[config.mk]
export PLATFORM = sky130hd
export DESIGN_NAME = awbg_div_chain
export DESIGN_NICKNAME = d
export VERILOG_FILES = /design/src/design/awbg_div_cell.sv /design/src/design/awbg_div_chain.sv
export SDC_FILE = /design/constraint.sdc
export NUM_CORES = 2
export LEC_CHECK = 0
export BUFFER_PORTS_ARGS = -buffer_cell sky130_fd_sc_hd__buf_2
export CAP_MARGIN = 10
export CORE_ASPECT_RATIO = 0.6
export CORE_MARGIN = 2
export CORE_UTILIZATION = 57
export CTS_CLUSTER_SIZE = 28
export DETAILED_ROUTE_END_ITERATION = 10
export GPL_TIMING_DRIVEN = 0
export PLACE_DENSITY = 0.76
export SLEW_MARGIN = 20
export SYNTH_ARGS = -nofsm -noshare
export SYNTH_HDL_FRONTEND = slang
export SYNTH_HIERARCHICAL = 1
export SYNTH_SLANG_ARGS = --single-unit
[constraint.sdc]
create_clock -name clk_i -period 2.1 [get_ports clk_i]
set_input_delay 0.315 -clock clk_i [delete_from_list [all_inputs] [get_ports clk_i]]
set_output_delay 0.315 -clock clk_i [all_outputs]
set_load 0.02 [all_outputs]
[src/design/awbg_div_cell.sv]
// ----------------------------------------------------------------------------
// awbg_div_cell
// One restoring division step for two lanes, with a pass-along sideband.
// ----------------------------------------------------------------------------
module awbg_div_cell #(
  parameter int unsigned N  = 21,
  parameter int unsigned M  = 10,
  parameter int unsigned SW = 22
) (
  input  logic          clk_i,
  input  logic          rst_ni,
  input  logic          en_i,
  input  logic          vld_i,
  input  logic [M-1:0]  rem_a_i,
  input  logic [N-1:0]  dq_a_i,
  input  logic [M-1:0]  dvs_a_i,
  input  logic [M-1:0]  rem_b_i,
  input  logic [N-1:0]  dq_b_i,
  input  logic [M-1:0]  dvs_b_i,
  input  logic [SW-1:0] side_i,
  output logic          vld_o,
  output logic [M-1:0]  rem_a_o,
  output logic [N-1:0]  dq_a_o,
  output logic [M-1:0]  dvs_a_o,
  output logic [M-1:0]  rem_b_o,
  output logic [N-1:0]  dq_b_o,
  output logic [M-1:0]  dvs_b_o,
  output logic [SW-1:0] side_o
);

  logic [M:0]   trial_a, trial_b, diff_a, diff_b;
  logic         ge_a, ge_b;
  logic         vld_q;
  logic [M-1:0] rem_a_q, rem_b_q, dvs_a_q, dvs_b_q;
  logic [N-1:0] dq_a_q, dq_b_q;
  logic [SW-1:0] side_q;

  // The dividend shifts out at the top while quotient bits enter at the bottom.
  always_comb begin
    trial_a = {rem_a_i, dq_a_i[N-1]};
    trial_b = {rem_b_i, dq_b_i[N-1]};
    ge_a    = trial_a >= {1'b0, dvs_a_i};
    ge_b    = trial_b >= {1'b0, dvs_b_i};
    diff_a  = ge_a ? (trial_a - {1'b0, dvs_a_i}) : trial_a;
    diff_b  = ge_b ? (trial_b - {1'b0, dvs_b_i}) : trial_b;
  end

  always_ff @(posedge clk_i or negedge rst_ni) begin
    if (!rst_ni) begin
      vld_q <= 1'b0;
    end else if (en_i) begin
      vld_q <= vld_i;
    end
  end

  always_ff @(posedge clk_i) begin
    if (en_i) begin
      rem_a_q <= diff_a[M-1:0];
      rem_b_q <= diff_b[M-1:0];
      dq_a_q  <= {dq_a_i[N-2:0], ge_a};
      dq_b_q  <= {dq_b_i[N-2:0], ge_b};
      dvs_a_q <= dvs_a_i;
      dvs_b_q <= dvs_b_i;
      side_q  <= side_i;
    end
  end

  assign vld_o   = vld_q;
  assign rem_a_o = rem_a_q;
  assign rem_b_o = rem_b_q;
  assign dq_a_o  = dq_a_q;
  assign dq_b_o  = dq_b_q;
  assign dvs_a_o = dvs_a_q;
  assign dvs_b_o = dvs_b_q;
  assign side_o  = side_q;

endmodule

[src/design/awbg_div_chain.sv]
// ----------------------------------------------------------------------------
// awbg_div_chain
// Row of division cells giving two N-bit quotients, one bit per cell.
// ----------------------------------------------------------------------------
module awbg_div_chain #(
  parameter int unsigned N  = 21,
  parameter int unsigned M  = 10,
  parameter int unsigned SW = 22
) (
  input  logic          clk_i,
  input  logic          rst_ni,
  input  logic          en_i,
  input  logic          vld_i,
  input  logic [N-1:0]  dnd_a_i,
  input  logic [M-1:0]  dvs_a_i,
  input  logic [N-1:0]  dnd_b_i,
  input  logic [M-1:0]  dvs_b_i,
  input  logic [SW-1:0] side_i,
  output logic          vld_o,
  output logic [N-1:0]  quo_a_o,
  output logic [N-1:0]  quo_b_o,
  output logic [SW-1:0] side_o
);

  logic [N:0]                vld;
  logic [N:0][M-1:0]         rem_a, rem_b, dvs_a, dvs_b;
  logic [N:0][N-1:0]         dq_a, dq_b;
  logic [N:0][SW-1:0]        side;

  assign vld[0]   = vld_i;
  assign rem_a[0] = '0;
  assign rem_b[0] = '0;
  assign dq_a[0]  = dnd_a_i;
  assign dq_b[0]  = dnd_b_i;
  assign dvs_a[0] = dvs_a_i;
  assign dvs_b[0] = dvs_b_i;
  assign side[0]  = side_i;

  for (genvar i = 0; i < N; i++) begin : g_cell
    awbg_div_cell #(.N(N), .M(M), .SW(SW)) u_cell (
      .clk_i   (clk_i),
      .rst_ni  (rst_ni),
      .en_i    (en_i),
      .vld_i   (vld[i]),
      .rem_a_i (rem_a[i]),
      .dq_a_i  (dq_a[i]),
      .dvs_a_i (dvs_a[i]),
      .rem_b_i (rem_b[i]),
      .dq_b_i  (dq_b[i]),
      .dvs_b_i (dvs_b[i]),
      .side_i  (side[i]),
      .vld_o   (vld[i+1]),
      .rem_a_o (rem_a[i+1]),
      .dq_a_o  (dq_a[i+1]),
      .dvs_a_o (dvs_a[i+1]),
      .rem_b_o (rem_b[i+1]),
      .dq_b_o  (dq_b[i+1]),
      .dvs_b_o (dvs_b[i+1]),
      .side_o  (side[i+1])
    );
  end

  assign vld_o   = vld[N];
  assign quo_a_o = dq_a[N];
  assign quo_b_o = dq_b[N];
  assign side_o  = side[N];

endmodule

==> flow_summary.ini <==
[timing]
max_freq_ghz = 0.413
finalSetupViolations = 303
fin_skew_ns = 0.0267
setup_ws_ns = -0.321
rsz0062_at_grt = true
hold_slack_ns = 0.0270
slew_violations = 0
finalCriticalPeriod_ns = 2.42
tightest_slew_ns = 0.915
post-route-period-util = 1.15
final-hold-violation-count = 0
maxSlewHeadroom = 0.388

[die]
start_util = 0.573
core.rowCount = 113
die_h_um = 313
die_w_um = 518
io_pins = 153
dieArea_sq_um = 162000
core_sq_um = 158000

[route]
drt_iter0_markers = 3609
final_antenna_net_count = 0
viasPerCell = 5.45
wire_per_inst_um = 19.6
wl_mm = 172
num_vias = 47816
route.detailed.drc = 0
dr.pass1.iters = 6

[synth]
yosysWarnings = 6
syn_area_per_cell_sq_um = 17.1
netlist_instances = 5290
synth_area_sq_um = 90500

[layout]
num_antenna_cells = 0
final_common_cell = edfxtp_1
fin_nets = 7033
nFillCells = 9110
fin_area_sq_um = 115000
drive_gt1_frac = 0.423
fin_util = 0.729
mostFrequentLayoutCells = edfxtp_1 (2144), buf_4 (665), mux2_4 (318)
syn_to_final_growth_pct = 27.2

[global_route]
grt_pass1_wl_mm = 258
grt.total_usage = 0.198
antenna_found_initial = 3
first_global_vias = 47667
gr-total-overflow = 0
grt_max_degree = 156

[clock_tree]
clock_path_buffers = 3
h-tree-depth = 4
tritoncts = built
clkLatencyLatePin_ns = 0.85
clock_sinks = 2165
clk_pin_slew_ns = 0.07
root_buffer = clkbuf_16
cts_buffers = 187

[run_status]
violations = setup timing
run_status = finished, violations left

[power]
p_leak_nw = 43.6
ir_drop_v = 0.00112
power.density_nw_per_um2 = 1370

[setup_path]
cpMaxStageDelayCell = fa_2
end_kind = flop
startpoint_type = flop
arrival_ns = 3.00
critical_path.top_delay_family = compound AO/OA/AOI/OAI gates
crit_path_cell_trace = inv_2 > ha_4 > inv_2 > fa_2 > a211oi_4 > o21bai_4 > a221oi_4 > xnor2_1 > mux2_4
cp.required_ns = 2.67
slowest_delay_ns = 0.42
path_max_fanout = 2
worst-path-buf-inv = 2
cpMostUsedCell = inv_2
crit_type = reg2reg

[place]
gp_congestion = 0.873
placed_area_sq_um = 94900
pre_cts_ws_ns = -1.60
io_buffers = 152
dp_hpwl_mm = 94.6

[job]
drv_cap = 0

[hold_path]
hold_path_class = in2reg
repair_timing:
item	CTS	global route
setup endpoints to repair	951	718
hold buffers	87	2
endpoints found under the hold margin	198	47
gates cloned	10	3
resized for setup	1016	470
buffers inserted	461	253
pin swaps	403	386
where the power goes:
part / switching (mW) / internal [mW] / leakage [nW]
registers: 4.23 / 56.7 / 21.2
clock network: 15.8 / 19.3 / 3.03
logic: 28.1 / 33.5 / 19.4
routing by layer:
metal / vias to the layer above / wire [um] / GRT usage
met5: - / 0 / 0
met4: 0 / 3530 / 0.0507
met3: 260 / 8360 / 0.0308
met2: 1156 / 81300 / 0.309
met1: 23934 / 78500 / 0.295
li1: 22466 / - / -
worst paths after layout:
path                                                   start                           end  slack [ns]  cells past startpoint
worst max register to register  g_cell[14].u_cell/dq_a_o[20]  g_cell[15].u_cell/rem_a_o[8]       -0.32                      9
min in group asynchronous                             rst_ni       g_cell[17].u_cell/vld_o        0.72                      3
max in group asynchronous                             rst_ni        g_cell[2].u_cell/vld_o        0.82                      3
worst max-delay path            g_cell[14].u_cell/dq_a_o[20]  g_cell[15].u_cell/rem_a_o[8]       -0.32                      9
worst min-delay path                                    en_i   g_cell[0].u_cell/rem_a_o[1]        0.03                      2
worst min register to register   g_cell[3].u_cell/dq_a_o[13]   g_cell[4].u_cell/dq_a_o[14]        0.40                      0
cell type report:
class | instances | area, sq um | area share
clock buffers | 221 | 4810 | 0.0418
clock inverters | 130 | 1450 | 0.0126
inverters | 544 | 2350 | 0.0204
multi-input cells | 2620 | 31100 | 0.270
flip-flops and latches | 2165 | 64900 | 0.564
well taps | 2127 | 2660 | 0.0231
repair buffers | 966 | 7870 | 0.0684
repair inverters | 1 | 8.76 | 0.0000761
per-stage QoR:
step	std cells	TNS [ns]	total power [mW]
finish	8774	-29.59	158
global route	8774	-48.52	165
global placement	7608	-	97.1
CTS	8530	-15.60	150
floorplan	5329	-0.00505	93.4
detailed placement	7624	-1359.97	103
sequential cells by signal, summed over array words and instances, names as in the netlist:
signal and cells:
g_cell.u_cell/dq_a_o 441, g_cell.u_cell/dq_b_o 441, g_cell.u_cell/dvs_a_o 200, g_cell.u_cell/dvs_b_o 200, g_cell.u_cell/rem_a_o 200, g_cell.u_cell/rem_b_o 200
g_cell.u_cell/side_o 462, g_cell.u_cell/vld_o 21
Note: power is estimated with default switching activity, not from simulation.
